$ cat src/pnm_hp_pkg.sv
// PNM header parser: shared types and constants.
// Used by the channel interfaces, the parse core and the top level.
package pnm_hp_pkg;

	localparam int FIELD_W = 16;

	// character codes
	localparam logic [7:0] CH_HASH  = 8'h23;
	localparam logic [7:0] CH_P     = 8'h50;
	localparam logic [7:0] CH_ZERO  = 8'h30;
	localparam logic [7:0] CH_ONE   = 8'h31;
	localparam logic [7:0] CH_TWO   = 8'h32;
	localparam logic [7:0] CH_THREE = 8'h33;
	localparam logic [7:0] CH_FOUR  = 8'h34;
	localparam logic [7:0] CH_FIVE  = 8'h35;
	localparam logic [7:0] CH_SIX   = 8'h36;
	localparam logic [7:0] CH_NINE  = 8'h39;
	localparam logic [7:0] CH_TAB   = 8'h09;
	localparam logic [7:0] CH_LF    = 8'h0A;
	localparam logic [7:0] CH_SPACE = 8'h20;

	// status codes
	localparam logic [1:0] ST_READING  = 2'd0;
	localparam logic [1:0] ST_FINISHED = 2'd1;
	localparam logic [1:0] ST_FAILED   = 2'd2;

	// image kinds
	localparam logic [1:0] KIND_BITMAP  = 2'd0;
	localparam logic [1:0] KIND_GRAYMAP = 2'd1;
	localparam logic [1:0] KIND_PIXMAP  = 2'd2;

	// bit positions in the fields-seen mask
	localparam int F_TYPE   = 0;
	localparam int F_ENC    = 1;
	localparam int F_WIDTH  = 2;
	localparam int F_HEIGHT = 3;
	localparam int F_MAX    = 4;
	localparam int F_NUM    = 5;

	typedef struct packed {
		logic [1:0]         status;
		logic [1:0]         image_kind;
		logic               raw_coding;
		logic [FIELD_W-1:0] image_width;
		logic [FIELD_W-1:0] image_height;
		logic [FIELD_W-1:0] max_level;
		logic [FIELD_W-1:0] header_length;
		logic               overflowed;
	} pnm_hp_info_t;

endpackage

$ cat src/pnm_hp_if.sv
// PNM header parser: valid/ready channels for header bytes and parse results.
// Depends on pnm_hp_pkg.
interface pnm_hp_byte_if;
	logic       valid;
	logic       ready;
	logic [7:0] data_byte;

	modport source (output valid, output data_byte, input ready);
	modport sink (input valid, input data_byte, output ready);
endinterface

interface pnm_hp_info_if;
	logic                         valid;
	logic                         ready;
	logic [1:0]                   status;
	logic [1:0]                   image_kind;
	logic                         raw_coding;
	logic [pnm_hp_pkg::FIELD_W-1:0] image_width;
	logic [pnm_hp_pkg::FIELD_W-1:0] image_height;
	logic [pnm_hp_pkg::FIELD_W-1:0] max_level;
	logic [pnm_hp_pkg::FIELD_W-1:0] header_length;
	logic                         overflowed;

	modport source (output valid, output status, output image_kind, output raw_coding,
		output image_width, output image_height, output max_level,
		output header_length, output overflowed, input ready);
	modport sink (input valid, input status, input image_kind, input raw_coding,
		input image_width, input image_height, input max_level,
		input header_length, input overflowed, output ready);
endinterface

$ cat src/pnm_hp_core.sv
// PNM header parser: parse state registers and the per-byte update logic.
// The state registers double as the result register. Depends on pnm_hp_pkg.
module pnm_hp_core #(
	parameter int NUM_BITS = 16
) (
	input  logic                     clk,
	input  logic                     arst_n,
	input  logic                     step,
	input  logic [7:0]               data_byte,
	output pnm_hp_pkg::pnm_hp_info_t info
);
	import pnm_hp_pkg::*;

	localparam int WW = NUM_BITS + 4;

	typedef enum logic [2:0] {
		PH_NONE, PH_COMMENT, PH_WHITE, PH_TYPE, PH_WIDTH, PH_HEIGHT, PH_MAX
	} phase_t;

	typedef enum logic [1:0] {NUM_W, NUM_H, NUM_M} num_sel_t;

	phase_t              phase_q, phase_d;
	logic [F_NUM-1:0]    fields_q, fields_d;
	logic [1:0]          kind_q, kind_d;
	logic                raw_q, raw_d;
	logic [NUM_BITS-1:0] width_q, width_d;
	logic [NUM_BITS-1:0] height_q, height_d;
	logic [NUM_BITS-1:0] max_q, max_d;
	logic [NUM_BITS-1:0] offset_q, offset_d;
	logic                done_q, done_d;
	logic                err_q, err_d;
	logic                ovf_q, ovf_d;

	logic                is_ws, is_dig, type_ok;
	logic [1:0]          type_kind;
	logic                num_go, count_go;
	num_sel_t            num_sel;
	logic [NUM_BITS-1:0] acc_cur, acc_new;
	logic [WW-1:0]       acc_wide;
	logic                acc_sat;

	assign is_ws   = (data_byte == CH_SPACE) || (data_byte == CH_TAB) || (data_byte == CH_LF);
	assign is_dig  = (data_byte >= CH_ZERO) && (data_byte <= CH_NINE);
	assign type_ok = (data_byte >= CH_ONE) && (data_byte <= CH_SIX);

	always_comb begin
		case (data_byte)
			CH_ONE, CH_FOUR:   type_kind = KIND_BITMAP;
			CH_TWO, CH_FIVE:   type_kind = KIND_GRAYMAP;
			CH_THREE, CH_SIX:  type_kind = KIND_PIXMAP;
			default:           type_kind = KIND_BITMAP;
		endcase
	end

	// acc * 10 + digit; the digit value is the low nibble of '0'..'9'
	always_comb begin
		case (num_sel)
			NUM_H:   acc_cur = height_q;
			NUM_M:   acc_cur = max_q;
			default: acc_cur = width_q;
		endcase
		acc_wide = {1'b0, acc_cur, 3'b000} + {3'b000, acc_cur, 1'b0}
			+ WW'(data_byte[3:0]);
		acc_sat  = |acc_wide[WW-1:NUM_BITS];
		acc_new  = acc_sat ? '1 : acc_wide[NUM_BITS-1:0];
	end

	always_comb begin
		phase_d  = phase_q;
		fields_d = fields_q;
		kind_d   = kind_q;
		raw_d    = raw_q;
		width_d  = width_q;
		height_d = height_q;
		max_d    = max_q;
		offset_d = offset_q;
		done_d   = done_q;
		err_d    = err_q;
		ovf_d    = ovf_q;
		num_go   = 1'b0;
		num_sel  = NUM_W;
		count_go = 1'b0;
		if (step && !done_q && !err_q) begin
			case (phase_q)
				PH_COMMENT: begin
					count_go = 1'b1;
					if (data_byte == CH_LF)
						phase_d = PH_WHITE;
				end
				PH_TYPE: begin
					if (type_ok) begin
						kind_d           = type_kind;
						raw_d            = (data_byte >= CH_FOUR);
						fields_d[F_TYPE] = 1'b1;
						fields_d[F_ENC]  = 1'b1;
						width_d          = '0;
						height_d         = '0;
						max_d            = '0;
						phase_d          = PH_WHITE;
						count_go         = 1'b1;
					end else begin
						err_d = 1'b1;
					end
				end
				PH_WIDTH: begin
					num_go  = 1'b1;
					num_sel = NUM_W;
				end
				PH_HEIGHT: begin
					num_go  = 1'b1;
					num_sel = NUM_H;
				end
				PH_MAX: begin
					num_go  = 1'b1;
					num_sel = NUM_M;
				end
				default: begin
					if (data_byte == CH_HASH) begin
						phase_d  = PH_COMMENT;
						count_go = 1'b1;
					end else if (is_ws) begin
						phase_d  = PH_WHITE;
						count_go = 1'b1;
					end else if (data_byte == CH_P) begin
						if (fields_q[F_TYPE]) begin
							err_d = 1'b1;
						end else begin
							phase_d  = PH_TYPE;
							count_go = 1'b1;
						end
					end else if (is_dig) begin
						if (!fields_q[F_TYPE]) begin
							err_d = 1'b1;
						end else begin
							num_go = 1'b1;
							if (fields_q[F_HEIGHT]) begin
								phase_d = PH_MAX;
								num_sel = NUM_M;
							end else if (fields_q[F_WIDTH]) begin
								phase_d = PH_HEIGHT;
								num_sel = NUM_H;
							end else begin
								phase_d = PH_WIDTH;
								num_sel = NUM_W;
							end
						end
					end else begin
						err_d = 1'b1;
					end
				end
			endcase

			if (num_go) begin
				if (is_dig) begin
					count_go = 1'b1;
					if (acc_sat)
						ovf_d = 1'b1;
					case (num_sel)
						NUM_H:   height_d = acc_new;
						NUM_M:   max_d = acc_new;
						default: width_d = acc_new;
					endcase
				end else if (is_ws) begin
					count_go = 1'b1;
					case (num_sel)
						NUM_H:   fields_d[F_HEIGHT] = 1'b1;
						NUM_M:   fields_d[F_MAX] = 1'b1;
						default: fields_d[F_WIDTH] = 1'b1;
					endcase
					// bitmaps carry no maxval
					if (num_sel == NUM_M || (num_sel == NUM_H && kind_q == KIND_BITMAP)) begin
						fields_d[F_MAX] = 1'b1;
						done_d          = 1'b1;
					end else begin
						phase_d = PH_WHITE;
					end
				end else begin
					err_d = 1'b1;
				end
			end

			if (count_go) begin
				if (&offset_q)
					ovf_d = 1'b1;
				else
					offset_d = offset_q + 1'b1;
			end
		end
	end

	always_ff @(posedge clk or negedge arst_n) begin
		if (!arst_n) begin
			phase_q  <= PH_NONE;
			fields_q <= '0;
			kind_q   <= KIND_BITMAP;
			raw_q    <= 1'b0;
			width_q  <= '0;
			height_q <= '0;
			max_q    <= '0;
			offset_q <= '0;
			done_q   <= 1'b0;
			err_q    <= 1'b0;
			ovf_q    <= 1'b0;
		end else begin
			phase_q  <= phase_d;
			fields_q <= fields_d;
			kind_q   <= kind_d;
			raw_q    <= raw_d;
			width_q  <= width_d;
			height_q <= height_d;
			max_q    <= max_d;
			offset_q <= offset_d;
			done_q   <= done_d;
			err_q    <= err_d;
			ovf_q    <= ovf_d;
		end
	end

	assign info.status        = err_q ? ST_FAILED : (done_q ? ST_FINISHED : ST_READING);
	assign info.image_kind    = kind_q;
	assign info.raw_coding    = raw_q;
	assign info.image_width   = FIELD_W'(width_q);
	assign info.image_height  = FIELD_W'(height_q);
	assign info.max_level     = FIELD_W'(max_q);
	assign info.header_length = FIELD_W'(offset_q);
	assign info.overflowed    = ovf_q;

endmodule

$ cat src/pnm_header_parser.sv
// PNM header parser. One header byte per transfer in, one result per byte out: status,
// image kind and coding, width, height, maxval, header length and overflow. A byte is
// registered in the input register, then the state update (a multiply-by-ten accumulate
// and a length increment) writes the result register, and the block takes one byte every
// clock while the result side keeps up. Finished and failed are sticky until reset;
// numbers and the length saturate at 2^NUM_BITS - 1, with the low 16 bits shown.
// Depends on pnm_hp_pkg, pnm_hp_if and pnm_hp_core.
module pnm_header_parser #(
	parameter int NUM_BITS = 16
) (
	input  logic                 clk,
	input  logic                 arst_n,
	pnm_hp_byte_if.sink          hdr_byte,
	pnm_hp_info_if.source        hdr_info
);
	import pnm_hp_pkg::*;

	logic         valid_s1, valid_s2;
	logic [7:0]   byte_s1;
	logic         adv_s2, step;
	pnm_hp_info_t info;

	assign adv_s2         = !valid_s2 || hdr_info.ready;
	assign hdr_byte.ready = !valid_s1 || adv_s2;
	assign step           = valid_s1 && adv_s2;

	always_ff @(posedge clk or negedge arst_n) begin
		if (!arst_n) begin
			valid_s1 <= 1'b0;
			valid_s2 <= 1'b0;
		end else begin
			if (hdr_byte.ready)
				valid_s1 <= hdr_byte.valid;
			if (adv_s2)
				valid_s2 <= valid_s1;
		end
	end

	always_ff @(posedge clk) begin
		if (hdr_byte.valid && hdr_byte.ready)
			byte_s1 <= hdr_byte.data_byte;
	end

	pnm_hp_core #(.NUM_BITS(NUM_BITS)) u_core (
		.clk       (clk),
		.arst_n    (arst_n),
		.step      (step),
		.data_byte (byte_s1),
		.info      (info)
	);

	assign hdr_info.valid         = valid_s2;
	assign hdr_info.status        = info.status;
	assign hdr_info.image_kind    = info.image_kind;
	assign hdr_info.raw_coding    = info.raw_coding;
	assign hdr_info.image_width   = info.image_width;
	assign hdr_info.image_height  = info.image_height;
	assign hdr_info.max_level     = info.max_level;
	assign hdr_info.header_length = info.header_length;
	assign hdr_info.overflowed    = info.overflowed;

endmodule

$ cat src/flat_wrapper.sv
// flat-port wrapper written by rule: the top's interface ports become plain ports
module pnm_header_parser_flat import pnm_hp_pkg::*;
#(
	parameter int NUM_BITS = 16
)
  (clk, arst_n, hdr_byte_valid, hdr_byte_data_byte, hdr_byte_ready, hdr_info_valid, hdr_info_status, hdr_info_image_kind, hdr_info_raw_coding, hdr_info_image_width, hdr_info_image_height, hdr_info_max_level, hdr_info_header_length, hdr_info_overflowed, hdr_info_ready);
  pnm_hp_byte_if hdr_byte_i ();
  pnm_hp_info_if hdr_info_i ();
  input  logic clk;
  input  logic arst_n;
  input wire logic [$bits(hdr_byte_i.valid)-1:0] hdr_byte_valid;
  input wire logic [$bits(hdr_byte_i.data_byte)-1:0] hdr_byte_data_byte;
  output wire logic [$bits(hdr_byte_i.ready)-1:0] hdr_byte_ready;
  output wire logic [$bits(hdr_info_i.valid)-1:0] hdr_info_valid;
  output wire logic [$bits(hdr_info_i.status)-1:0] hdr_info_status;
  output wire logic [$bits(hdr_info_i.image_kind)-1:0] hdr_info_image_kind;
  output wire logic [$bits(hdr_info_i.raw_coding)-1:0] hdr_info_raw_coding;
  output wire logic [$bits(hdr_info_i.image_width)-1:0] hdr_info_image_width;
  output wire logic [$bits(hdr_info_i.image_height)-1:0] hdr_info_image_height;
  output wire logic [$bits(hdr_info_i.max_level)-1:0] hdr_info_max_level;
  output wire logic [$bits(hdr_info_i.header_length)-1:0] hdr_info_header_length;
  output wire logic [$bits(hdr_info_i.overflowed)-1:0] hdr_info_overflowed;
  input wire logic [$bits(hdr_info_i.ready)-1:0] hdr_info_ready;
  assign hdr_byte_i.valid = hdr_byte_valid;
  assign hdr_byte_i.data_byte = hdr_byte_data_byte;
  assign hdr_byte_ready = hdr_byte_i.ready;
  assign hdr_info_valid = hdr_info_i.valid;
  assign hdr_info_status = hdr_info_i.status;
  assign hdr_info_image_kind = hdr_info_i.image_kind;
  assign hdr_info_raw_coding = hdr_info_i.raw_coding;
  assign hdr_info_image_width = hdr_info_i.image_width;
  assign hdr_info_image_height = hdr_info_i.image_height;
  assign hdr_info_max_level = hdr_info_i.max_level;
  assign hdr_info_header_length = hdr_info_i.header_length;
  assign hdr_info_overflowed = hdr_info_i.overflowed;
  assign hdr_info_i.ready = hdr_info_ready;
  pnm_header_parser #(.NUM_BITS(NUM_BITS)) u_core (.clk(clk), .arst_n(arst_n), .hdr_byte(hdr_byte_i), .hdr_info(hdr_info_i));
endmodule
$ cat config.mk
export PLATFORM = sky130hd
export DESIGN_NAME = pnm_header_parser_flat
export DESIGN_NICKNAME = d
export VERILOG_FILES = /design/src/pnm_hp_pkg.sv /design/src/pnm_hp_if.sv /design/src/pnm_hp_core.sv /design/src/pnm_header_parser.sv /design/src/flat_wrapper.sv
export SDC_FILE = /design/constraint.sdc
export NUM_CORES = 1
export LEC_CHECK = 0
export ABC_AREA = 1
export BUFFER_PORTS_ARGS = -buffer_cell sky130_fd_sc_hd__clkbuf_2
export CAP_MARGIN = 0
export CORE_MARGIN = 8
export CORE_UTILIZATION = 55
export CTS_BUF_LIST = sky130_fd_sc_hd__clkbuf_8
export CTS_CLUSTER_DIAMETER = 40
export DETAILED_ROUTE_END_ITERATION = 10
export GPL_TIMING_DRIVEN = 0
export PLACE_DENSITY_LB_ADDON = 0.12
export SYNTH_ARGS = -nofsm -noshare
export SYNTH_HDL_FRONTEND = slang
export SYNTH_SLANG_ARGS = --single-unit
export TNS_END_PERCENT = 20
$ cat constraint.sdc
create_clock -name clk -period 5.1 [get_ports clk]
set_clock_uncertainty 0.05 [all_clocks]
set_input_delay 0.51 -clock clk [delete_from_list [all_inputs] [get_ports clk]]
set_output_delay 0.51 -clock clk [all_outputs]
set_load 0.01 [all_outputs]
### Word level (Yosys, flattened, before mapping)

Cells that the tools add are included.

| storage, ports and cells | value |
|---|---|
| register bits | 86 |
| input port bits | 12 |
| output and inout port bits | 72 |
| word-level logic and storage cells | 154 |

| cells by class | value |
|---|---|
| add/sub/neg operators | 3 |
| $lt $le $gt $ge | 5 |
| equal/unequal tests | 18 |
| mux-type cells | 78 |
| bitwise gates (word level) | 3 |
| reductions and logical operators | 31 |

Operators with widths:

| operator | count |
|---|---|
| $mux 16 | 16 |
| $eq 8x6->1 const B | 6 |
| $mux 3 | 12 |
| $mux 1 | 33 |
| $pmux 16 s2 | 1 |
| $ge 8x6->1 const B | 3 |
| $add 19x17->20 | 1 |
| $add 20x4->20 | 1 |
| $mux 2 | 10 |
| $add 16x1->16 const B | 1 |
| $eq 8x4->1 const B | 2 |
| $le 8x6->1 const B | 2 |
| $reduce_and 16->1 | 1 |
| $reduce_and 5->1 | 3 |
| $eq 3x3->1 const B | 3 |
| $pmux 3 s3 | 1 |
| $eq 8x7->1 const B | 1 |
| $reduce_or 2->1 | 4 |
| $reduce_or 4->1 | 2 |
| $logic_and 1x1->1 | 7 |
| $pmux 2 s3 | 1 |
| $reduce_and 3->1 | 2 |
| $reduce_or 3->1 | 2 |
| $logic_or 1x1->1 | 5 |
| 10 further kinds | 18 |

### Longest topological paths before layout

Gate-level depths: netlist of run 1.

| logic depth | value |
|---|---|
| depth after elaboration | 20 |
| depth in mapped cells | 37 |
| gate-level depth less buffers | 34 |

### Hierarchy

A second synthesis of run 1 with hierarchy kept.

| unflattened totals | value |
|---|---|
| cell total of the unflattened synthesis | 982 |
| area, all modules | 6791.5 µm² |

Modules (own cells, without submodules):

| module | times used | cells an instance | area each (µm²) | sequential area each (µm²) |
|---|---|---|---|---|
| pnm_hp_core | 1 | 962 | 6456.2 | 1901.8 |
| pnm_header_parser | 1 | 20 | 335.3 | 290.3 |

### Worst setup path after synthesis of run 1

OpenSTA, ideal clock, no wires.

| timing | value |
|---|---|
| path kind | in2reg |
| start | in hdr_info_ready |
| end | reg u_core.u_core.width_q[12] |
| library setup time | 0.117 ns |
| arrival time | 4.662 ns |
| required time | 4.933 ns |
| slack | 0.271 ns |
| stages | 27 |
| path buffers | 6 |
| cells stage by stage | nor2_1 > nor4_4 > inv_1 > clkbuf_1 > buf_1 > nor2_1 > ha_1 > clkbuf_1 > clkbuf_1 > a221o_1 > o21ai_0 > inv_1 > fa_1 > inv_1 > fa_1 > inv_1 > nand2_1 > nand3_1 > nand2_1 > nand3_1 > nand2_1 > nor2_2 > buf_4 > buf_4 > nand4_1 > nand2_1 > nand2_1 |

| on the way | value |
|---|---|
| cells in the longest elaborated chain, start to end | 14 |
| elaborated cells between the ends (all ways) | 15 |
| those cells by class | add/sub: 2; eq/ne: 2; mux: 6; reduce/logical: 5 |

Ends and longest elaborated chain:

| what | RTL line | source |
|---|---|---|
| start, declared | flat_wrapper.sv:23 | `input wire logic [$bits(hdr_info_i.ready)-1:0] hdr_info_ready;` |
| $logic_or 1x1->1 (*) | pnm_header_parser.sv:23 | `assign adv_s2 = !valid_s2 \|\| hdr_info.ready;` |
| $logic_and 1x1->1 (*) | pnm_header_parser.sv:25 | `assign step = valid_s1 && adv_s2;` |
| $logic_and 1x1->1 (*) (2 in series) | pnm_hp_core.sv:83 | `if (step && !done_q && !err_q) begin` |
| $mux 2 | pnm_hp_core.sv:83 |  |
| $eq 2x2->1 / $eq 2x1->1 (equally long branches) | pnm_hp_core.sv:57 | `case (num_sel)` |
| $pmux 16 s2 | pnm_hp_core.sv:57 |  |
| $add 19x17->20 | pnm_hp_core.sv:62 | `acc_wide = {1'b0, acc_cur, 3'b000} + {3'b000, acc_cur, 1'b0}` |
| $add 20x4->20 | pnm_hp_core.sv:63 | `+ WW'(data_byte[3:0]);` |
| $reduce_or 4->1 | pnm_hp_core.sv:64 | `acc_sat = \|acc_wide[WW-1:NUM_BITS];` |
| $mux 16 | pnm_hp_core.sv:65 | `acc_new = acc_sat ? '1 : acc_wide[NUM_BITS-1:0];` |
| $mux 16 | pnm_hp_core.sv:158 | `case (num_sel)` |
| $mux 16 | pnm_hp_core.sv:154 | `if (is_dig) begin` |
| $mux 16 | pnm_hp_core.sv:153 | `if (num_go) begin` |
| end signal, assigned | pnm_hp_core.sv:209 | `width_q <= width_d;` |
| end, declared | pnm_hp_core.sv:26 | `logic [NUM_BITS-1:0] width_q, width_d;` |

Mark *: on every way between the ends. The rest lies on a longest branch, timed or not.
A chain may end at the register's enable or synchronous reset.

### Final worst setup path of run 1

| timing | value |
|---|---|
| start | reg u_core.byte_s1[0] |
| end | reg u_core.u_core.width_q[10] |

| on the way | value |
|---|---|
| cells in the longest elaborated chain, start to end | 18 |
| elaborated cells between the ends (all ways) | 41 |
| those cells by class | add/sub: 2; order compare: 4; eq/ne: 9; mux: 20; reduce/logical: 6 |

Ends and longest elaborated chain:

| what | RTL line | source |
|---|---|---|
| start, declared | pnm_header_parser.sv:19 | `logic [7:0] byte_s1;` |
| start signal, assigned | pnm_header_parser.sv:41 | `byte_s1 <= hdr_byte.data_byte;` |
| $ge 8x6->1 / $le 8x6->1 (equally long branches) | pnm_hp_core.sv:43 | `assign is_dig = (data_byte >= CH_ZERO) && (data_byte <= CH_NINE);` |
| $logic_and 1x1->1 | pnm_hp_core.sv:43 |  |
| $mux 2 | pnm_hp_core.sv:131 | `end else if (is_dig) begin` |
| $mux 2 | pnm_hp_core.sv:124 | `end else if (data_byte == CH_P) begin` |
| $mux 2 | pnm_hp_core.sv:121 | `end else if (is_ws) begin` |
| $mux 2 | pnm_hp_core.sv:118 | `if (data_byte == CH_HASH) begin` |
| $pmux 2 s3 | pnm_hp_core.sv:84 | `case (phase_q)` |
| $mux 2 (2 in series) | pnm_hp_core.sv:83 |  |
| $eq 2x2->1 / $eq 2x1->1 (equally long branches) | pnm_hp_core.sv:57 |  |
| $pmux 16 s2 | pnm_hp_core.sv:57 |  |
| $add 19x17->20 | pnm_hp_core.sv:62 |  |
| $add 20x4->20 | pnm_hp_core.sv:63 |  |
| $reduce_or 4->1 | pnm_hp_core.sv:64 |  |
| $mux 16 | pnm_hp_core.sv:65 |  |
| $mux 16 | pnm_hp_core.sv:158 |  |
| $mux 16 | pnm_hp_core.sv:154 |  |
| $mux 16 (*) | pnm_hp_core.sv:153 |  |

Mark *: on every way between the ends. The rest lies on a longest branch, timed or not. The select of a mux whose other input is x is not followed.

==> results of run 1 <==
area by class of cell:
class	count	area, um^2
Sequential cell	86	2192
Tap cell	172	215.2
Buffer	43	291.5
Clock inverter	5	57.56
Multi-Input combinational cell	783	4123
Inverter	152	570.5
Timing Repair Buffer	110	640.6
Fill cell	1141	4224
Clock buffer	11	151.4
state kept, by name (all words and copies together), names as in the netlist:
signal,cells
u_core.u_core.done_q,1
u_core.byte_s1,8
u_core.u_core.ovf_q,1
u_core.u_core.err_q,1
u_core.u_core.raw_q,1
u_core.u_core.kind_q,2
u_core.u_core.phase_q,3
u_core.valid_s1,1
u_core.u_core.offset_q,16
u_core.u_core.height_q,16
u_core.hdr_info.valid,1
u_core.u_core.fields_q,3
u_core.u_core.max_q,16
u_core.u_core.width_q,16
synthesized netlist by cell type (8+ instances only):
master,instances
a21oi_1,16
a221o_1,14
buf_2,18
clkbuf_1,18
dfrtp_1,78
edfxtp_1,8
ha_1,36
inv_1,150
nand2_1,367
nand3_1,52
nand4_1,56
nor2_1,148
o21ai_0,30
xnor2_1,12
xor2_1,10
metal layers:
metal / vias up / global-route usage
met5: - / 0
met4: 0 / 0.1343
met3: 55 / 0.04326
met2: 250 / 0.4017
met1: 3291 / 0.2951
li1: 3608 / -
logic make-up (layout without fill, tap and decap cells):
logic type / Yosys count / count (layout) / synth area share
XOR/XNOR: 22 / 22 / 0.02782
AND/OR/NAND/NOR: 650 / 650 / 0.3999
buffers and inverters: 198 / 321 / 0.1165
adder cells (fa/ha/maj): 38 / 38 / 0.07081
AO/OA/AOI/OAI: 73 / 73 / 0.06846
flip-flops: 86 / 86 / 0.3165
worst max path at each step:
| stage | start | endpoint | slack (ns) | cells past startpoint |
|---|---|---|---|---|
| 5_1_grt | u_core.byte_s1[0] | u_core.u_core.width_q[12] | -0.16 | 32 |
| 6_report | u_core.byte_s1[0] | u_core.u_core.width_q[10] | 0.13 | 32 |
| 4_1_cts | u_core.byte_s1[6] | u_core.u_core.width_q[10] | 0.02 | 32 |
| 3_5_place_dp | hdr_info_ready | u_core.u_core.width_q[10] | -1.0 | 27 |
| 2_1_floorplan | hdr_info_ready | u_core.u_core.width_q[12] | 0.27 | 27 |
| 3_3_place_gp | hdr_info_ready | u_core.u_core.width_q[10] | -0.97 | 28 |
repair_timing:
| item | in CTS | in global routing |
|---|---|---|
| resized for setup | 30 | 47 |
| hold buffers | 0 | 0 |
| pin swaps | 6 | 10 |
| endpoints found under the setup margin | 49 | 49 |
| setup buffers | 18 | 8 |
per-stage QoR:
stage          worst slack [ns]  hold WS [ns]    util  cells
2_1_floorplan            0.2711        0.1644       -   1067
3_3_place_gp            -0.9695        0.3984  0.6062   1322
3_5_place_dp            -0.9997        0.3993  0.6087   1323
4_1_cts                 0.02243       0.04030  0.6425   1354
5_1_grt                 -0.1586       0.06388  0.6611   1362
6_report                 0.1327       0.03692  0.6611   1362
report_power, final:
part / leakage, nW / internal [W] / switching (W)
sequential: 1.02 / 0.000720 / 0.0000327
clock: 0.109 / 0.000253 / 0.000273
combinational: 3.42 / 0.000191 / 0.000331
worst max-delay path, delay by kind of cell (launching register included):
family,cells,cell delay [ns]
buffers and inverters,7,0.74
AO/OA/AOI/OAI,3,0.45
adder cells (fa/ha/maj),3,1.20
flip-flops,1,0.46
AND/OR/NAND/NOR,19,1.95
==> impl_summary.md, run 1 <==
Synth
The count of flip-flops with a built-in enable after synthesis is 8. Synthesis inferred 86 register bits. Among all flip-flop cells after synthesis, the most frequent one is dfrtp_1. The number of unique standard cell types used by synthesis is 44. After synthesis, the share of flip-flops with an asynchronous set or reset is 0.9070. The count of synthesis-stage warnings from yosys is 0. In the post-synthesis netlist, the biggest area contributors are dfrtp_1 28%, nand2_1 20%, inv_1 8.1%. The share of synthesized area in the top cell type comes to 0.2818. The share of synthesized area occupied by flip-flops and latches is 0.3165. Synthesis produced ~1100 cells. Dividing the synthesized area by the synthesized cell count gives approximately 6.5 um^2. The total standard cell area after synthesis is about 0.0069 mm^2. The largest total area in the synthesized netlist belongs to dfrtp_1. The number of nets in the synthesized netlist is 1117.

Setup path
The category of the critical setup timing path is reg2reg. The worst setup path is launched from a flop. The number of cells on the worst reg-to-reg path is 32. Data on the critical path arrives at its endpoint at around 5.2 ns. The slowest stage of the critical path belongs to the cell fa_2. The endpoint of the worst-slack reg-to-reg timing path is u_core.u_core.width_q[10]. The cell repeated most along the worst path is nand2_1. The critical path required time is roughly 5.3 ns. The largest single stage delay on the critical path is approximately 0.57 ns. The reg-to-reg startpoint is u_core.byte_s1[0]. The element type at the critical path end is a flop.

The highest net fanout along the worst path is 10. The worst register-to-register path has a setup slack of around 0.13 ns.

Detailed routing
The highest signal layer in the routed design is met4. The routed length on met3 is roughly 1.3 mm. Once detail routing completed, the nets flagged for antenna violations numbered 0.

The mean routed wirelength per cell is 14.90 um. The number of DRC markers in iteration 0 is 569. The vias after detailed routing is around 7000. In the routed design, unresolved DRC markers number 0. For this block, wires on met1 add up to around 8.5 mm. In the routed layout, each cell is associated on average with a via count of about 5.3. The length of the first detailed-routing pass in iterations is 5.

Detailed routing placed a total of 9.556 mm of wire on met2. The wire length reported by the detailed router is about 20 mm.

Layout
The synthesis-to-layout area growth is 18.98%. The diode insertion count for antenna repair is 0. Leaving out fill and tap cells, the most frequent cells in the layout are 361 x nand2_1, 143 x nor2_1, 142 x inv_1. The ratio of cells with drive above 1 in the final layout is 0.1790. In the final design database the tool counted between 1000 and 1500 nets.

The most common cell after layout, fill and taps aside is nand2_1. The final design area excluding fillers is ~0.0082 mm^2.

Floorplan
The initial standard-cell utilization of the core is 0.5557. The number of placement rows is just over 40. The boundary pin count is 84. The die area is approximately 0.016 mm^2. The floorplan step defined a core boundary enclosing about 0.012 mm^2. The chip height is around 130 um. In this run the horizontal extent of the chip is 128.2 um.

STA
The max-slew violation count is 0. Setup violations remaining at the end of the flow were counted as 0. The fmax is 201.3 MHz. The number of endpoints with negative hold slack in the final report is 0. Headroom to the max-slew limit came out at 0.6010.

The minimum clock period after layout is just under 5 ns. The setup total negative slack is 0 ns. The measured slew at the worst slew-check pin is approximately 0.6 ns. The final cycle utilization of the critical path is 0.9740.

Clock network
CTS built an H-tree with a depth of 3. The clock sink total is 86. The longest clock path from root to sink contains 2 buffers.

At the later pin of the worst-skew pair, clock insertion delay measures between 0.3 and 0.4 ns. The clock-pin slew on the worst setup and hold paths is 0.09 ns. The cell at the root of the clock tree is clkbuf_8. The CTS tree is done. The number of clock buffers inserted by TritonCTS is 9.

Global route
The wire length of the first global-routing pass is between 30 and 40 mm. The global-route usage over all layers is 0.2436. Entering global routing, the biggest net connects 49 pins.

The number of antenna violations at the first check in global routing is 0. The final global-route overflow total is 0. The number of global-route vias before repair is between 6000 and 7000.

Pwr
The ratio of total power to cell area is 218.5 mW/mm^2. After layout, the design draws a total of between 0.0015 and 0.002 W. The analysis attributes to cell leakage a power of 4.540 nW. Across the VDD grid, the largest voltage drop is approximately 0.18 mV.

Placed design
The sum of net half-perimeters after detailed placement is 15.23 mm. The cell area after placement is 0.007587 mm^2. The count of buffers from port buffering is between 80 and 90. At the end of routability-driven placement, the weighted congestion stood at 0.9018.

Run status
The flow ran to the end, and the final reports show no timing, DRC or antenna violations.

Job
The max capacitance violation total is 0.

Min path
The kind of path behind the tightest hold check is in2async.
(Power assumes the default switching activity.)
==> inputs of run 2 (changes only) <==
Settings changed: ABC_AREA 1 to default, CORE_UTILIZATION 55 to 53, CTS_CLUSTER_DIAMETER 40 to 120.
==> run 2 against run 1 <==
The flow now finishes with violations (setup timing). Largest cell class unchanged. Final cell count shrank 38%. Utilization grew 2.1 points. Power shrank 33%. Routed wire length shrank 23%. Sequential power shrank 6.8%. Combinational power shrank 90%. Via count shrank 30%. Die area shrank 19%. Cell area shrank 20%.
==> impl_summary.md, run 2 <==
Synth
The count of synthesis-stage warnings from yosys is 0. The post-synthesis sequential element count is 86. The number of unique standard cell types used by synthesis is a little over 60. After synthesis, the share of flip-flops with an asynchronous set or reset is 0.9070. dfrtp_1 takes more of the synthesized area than any other cell. The mean cell area of the mapped netlist is between 9 and 10 um^2. The area share of the largest cell type after synthesis is 0.3710.

The most used flip-flop cell after synthesis is dfrtp_1. The dominant cell by count in the synthesized netlist is a21oi_1. The instance count of the mapped netlist is a little under 600.

The commonest cells after synthesis are 86 x a21oi_1, 78 x dfrtp_1, 48 x nor2_1. The synthesized netlist occupies a cell area of roughly 0.0053 mm^2. By area the synthesized netlist is led by dfrtp_1 37%, ha_1 8.6%, a21oi_1 8.2%. The count of flip-flops with a built-in enable after synthesis is 8. The share of synthesized area occupied by flip-flops and latches is 0.4166. The post-synthesis net count is 627.

STA
The max-slew violation count is 0. Timing would allow up to around 190 MHz. Setup repair after global routing could not meet its margin everywhere. In the post-route analysis, the smallest setup slack over all paths is -0.09917 ns.

The count of endpoints failing setup in the final report is 42. At the pin with the least slew margin, the transition time is 0.6563 ns. The minimum clock period after layout is a little over 5 ns. The relative slew slack is 0.5585.

Adding up every negative setup slack in the final design gives -2.024 ns. Dividing the final minimum period by the clock period gives 1.019. The number of endpoints with negative hold slack in the final report is 0.

Setup path
The startpoint identified for the worst register-to-register timing path is u_core.byte_s1[1]. The number of cells on the worst reg-to-reg path is 24. The count of buffering cells on the critical path with inverters included is 6. The endpoint of the worst-slack reg-to-reg timing path is u_core.u_core.width_q[8]. The most critical setup path has its startpoint at u_core.byte_s1[1].

The element type at the critical path end is a flop. The startpoint kind of the worst setup timing path is a flop. The cell repeated most along the worst path is buf_8. Data on the critical path is required at its endpoint by 5.29 ns. The register-to-register setup slack is -0.1 ns. The cell with the largest stage delay on the worst path is fa_1. The kind of cell adding the most delay to the critical path is compound AO/OA/AOI/OAI gates. The highest net fanout along the worst path is 5.

The signal arrival time at the worst endpoint is about 5.4 ns. The critical path goes through o21ai_4 -> nand4b_1 -> a21oi_2 -> o311a_1 -> nand2_1 -> ha_2 -> buf_8 -> clkbuf_16 -> a22oi_2 -> o21ai_2 -> fa_1 -> ha_4 -> a211oi_2 -> o21bai_1 -> a41o_1 -> a221o_1 -> buf_4 -> a31o_4 -> and3_4 -> nor4_4 -> buf_6 -> buf_12 -> buf_8 -> a21oi_1. Counting buffers and inverters, the worst setup path is 24 cells deep. The largest single stage delay on the critical path is between 0.5 and 0.6 ns. The critical path is of the reg2reg type.

Layout
In the final layout, flip-flops and latches occupy 0.002192 mm^2. The ratio of cells with drive above 1 in the final layout is 0.2833. The diode insertion count for antenna repair is 0. Once layout is complete, the utilization of the core stands at 0.6822. The most common cell after layout, fill and taps aside is clkbuf_2. The multi-input combinational cells in the finished layout cover a total of between 0.003 and 0.004 mm^2. Compared with the post-synthesis result, the final layout area differs by 25.56%.

The top cell types in the final layout, fill and taps aside, are 82 x clkbuf_2, 78 x dfrtp_1, 77 x a21oi_1. The number of fill cells is slightly below 800. The count of nets after finishing is approximately 750.

Detailed routing
The remaining antenna violation count after routing is 0. The count of unresolved DRC violations after routing is 0. Dividing the detail-routed via count by the number of cells gives a little over 6. The number of DRC markers in iteration 0 is roughly 470. The vias after detailed routing is slightly above 5000. The mean routed wirelength per cell is approximately 19 um. The routed design has approximately 16 mm of wire.

The length of the first detailed-routing pass in iterations is 7.

Global route
The number of global-route vias before repair was between 4000 and 5000. The largest net degree at the start of global routing is 66. The number of antenna violations at the first check in global routing is 0. The global-route usage over all layers is 0.2358. The first global-routing pass estimated around 25 mm of wire. The final global-route overflow total is 0.

Pwr
The cell-internal power is around 0.00090 W. The maximum vdd ir drop is ~0.16 mV. The fraction of power consumed by sequential logic is 0.581.

The combinational cell fraction of total power is 0.044. For this design the total switching power over the nets is about 0.0003 W. The leakage power is 3.253 nW. The total power after layout is 0.001208 W. The switching share of power is 0.2537.

The relative contribution of the clock network to total power is 0.375. Dividing total power by cell area gives a power density of approximately 180 mW/mm^2.

Job
The max capacitance violation total is 0.

Min path
The worst hold path terminates at u_core.byte_s1[7]. Counting instances, the worst hold path has a depth of 1. The kind of path behind the tightest hold check is in2reg. The startpoint of the most critical hold path is hdr_byte_data_byte[7].

Floorplan
The boundary pin count is 84. The initial utilization of the core area, before any placement, comes to 0.5433. Row generation in the floorplan step produced 36 rows. The die area is approximately 0.013 mm^2.

In this run the horizontal extent of the chip is 115.6 um. The floorplan core area is 0.009684 mm^2. In this run the vertical extent of the chip is between 100 and 150 um.

Clock network
The cell at the root of the clock tree is clkbuf_8. TritonCTS created 9 clock buffers. For this design, the sink count on the clock tree is between 80 and 90.

The maximum count of clock buffers along a single path is 2. The H-tree was split into 3 levels. TritonCTS built the clock tree. The clock-pin slew on the worst setup and hold paths is roughly 0.090 ns. Clock latency on the worst-skew pair, taken at its later pin, is roughly 0.36 ns.

Placed design
The count of buffers from port buffering is 83. The worst-case setup slack after placement is -0.9031 ns. The global placement routability congestion is 0.9042. The sum of net half-perimeters after detailed placement is about 11 mm.

Run status
The checks that failed: setup timing. The flow ran to the end, but the final reports show violations.
run 2: cell count changes in the layout (fill, tap and decap cells not counted), moves of 10 or more:
cell	delta
a21o_1	+10
a21oi_1	+64
a221o_1	-13
a22oi_1	+14
a31oi_1	+30
inv_1	-125
nand2_1	-318
nand3_1	-43
nand4_1	-51
nor2_1	-98
run 2: worst max path at each step:
stage,endpoint,slack [ns]
finish,u_core.u_core.width_q[8],-0.1
global route,u_core.u_core.width_q[8],-0.27
CTS,u_core.u_core.height_q[10],-0.11
detailed placement,u_core.u_core.height_q[10],-0.90
global placement,u_core.u_core.height_q[10],-0.85
floorplan,u_core.u_core.width_q[0],0.01
run 2: repair_timing:
action	4_1_cts	5_1_grt
resized for setup	47	24
cloned	2	1
hold endpoints to repair	13	0
buffers inserted	20	12
hold buffers	1	0
setup endpoints to repair	49	49
pin swaps	23	17
run 2: power groups by stage:
| stage | registers [W] | clock network, W | logic, W |
|---|---|---|---|
| 4_1_cts | 0.000702 | 0.000460 | 0.0000511 |
| 2_1_floorplan | 0.000715 | 0 | 0.0000194 |
| 3_5_place_dp | 0.000716 | 0 | 0.0000451 |
| 6_report | 0.000702 | 0.000453 | 0.0000531 |
| 3_3_place_gp | 0.000715 | 0 | 0.0000405 |
| 5_1_grt | 0.000703 | 0.000491 | 0.0000600 |
run 2: cell families after synthesis:
family / count (synthesis) / share of synthesized area
AOI/OAI and AO/OA: 214 / 0.2468
xor gates and xnor gates: 27 / 0.04495
adders and majority gates: 38 / 0.09322
buffers and inverters: 55 / 0.04518
DFF: 86 / 0.4166
muxes: 3 / 0.006183
and+or+nand+nor: 154 / 0.1470
run 2: stage by stage:
stage / hold WS, ns / instances / cell area, um^2
after floorplan: 0.1644 / 577 / 5306
after global placement: 0.3881 / 793 / 5888
after detailed placement: 0.3653 / 794 / 5918
after CTS: 0.2629 / 833 / 6525
after global routing: 0.2586 / 839 / 6606
final: 0.2780 / 839 / 6606
run 2: metal layers:
layer	up-vias	GRT usage	part of all wire
met5	-	0	0
met4	0	0.08297	0.017
met3	31	0.04169	0.088
met2	240	0.3574	0.45
met1	2428	0.3316	0.45
li1	2370	-	-
run 2: layout make-up:
class | instances | area share
inverters | 19 | 0.01080
well taps | 133 | 0.02519
clock buffers | 9 | 0.01875
plain buffers | 30 | 0.03580
multi-input cells | 436 | 0.4542
clock inverters | 7 | 0.008712
flip-flops and latches | 86 | 0.3318
repair buffers | 119 | 0.1148
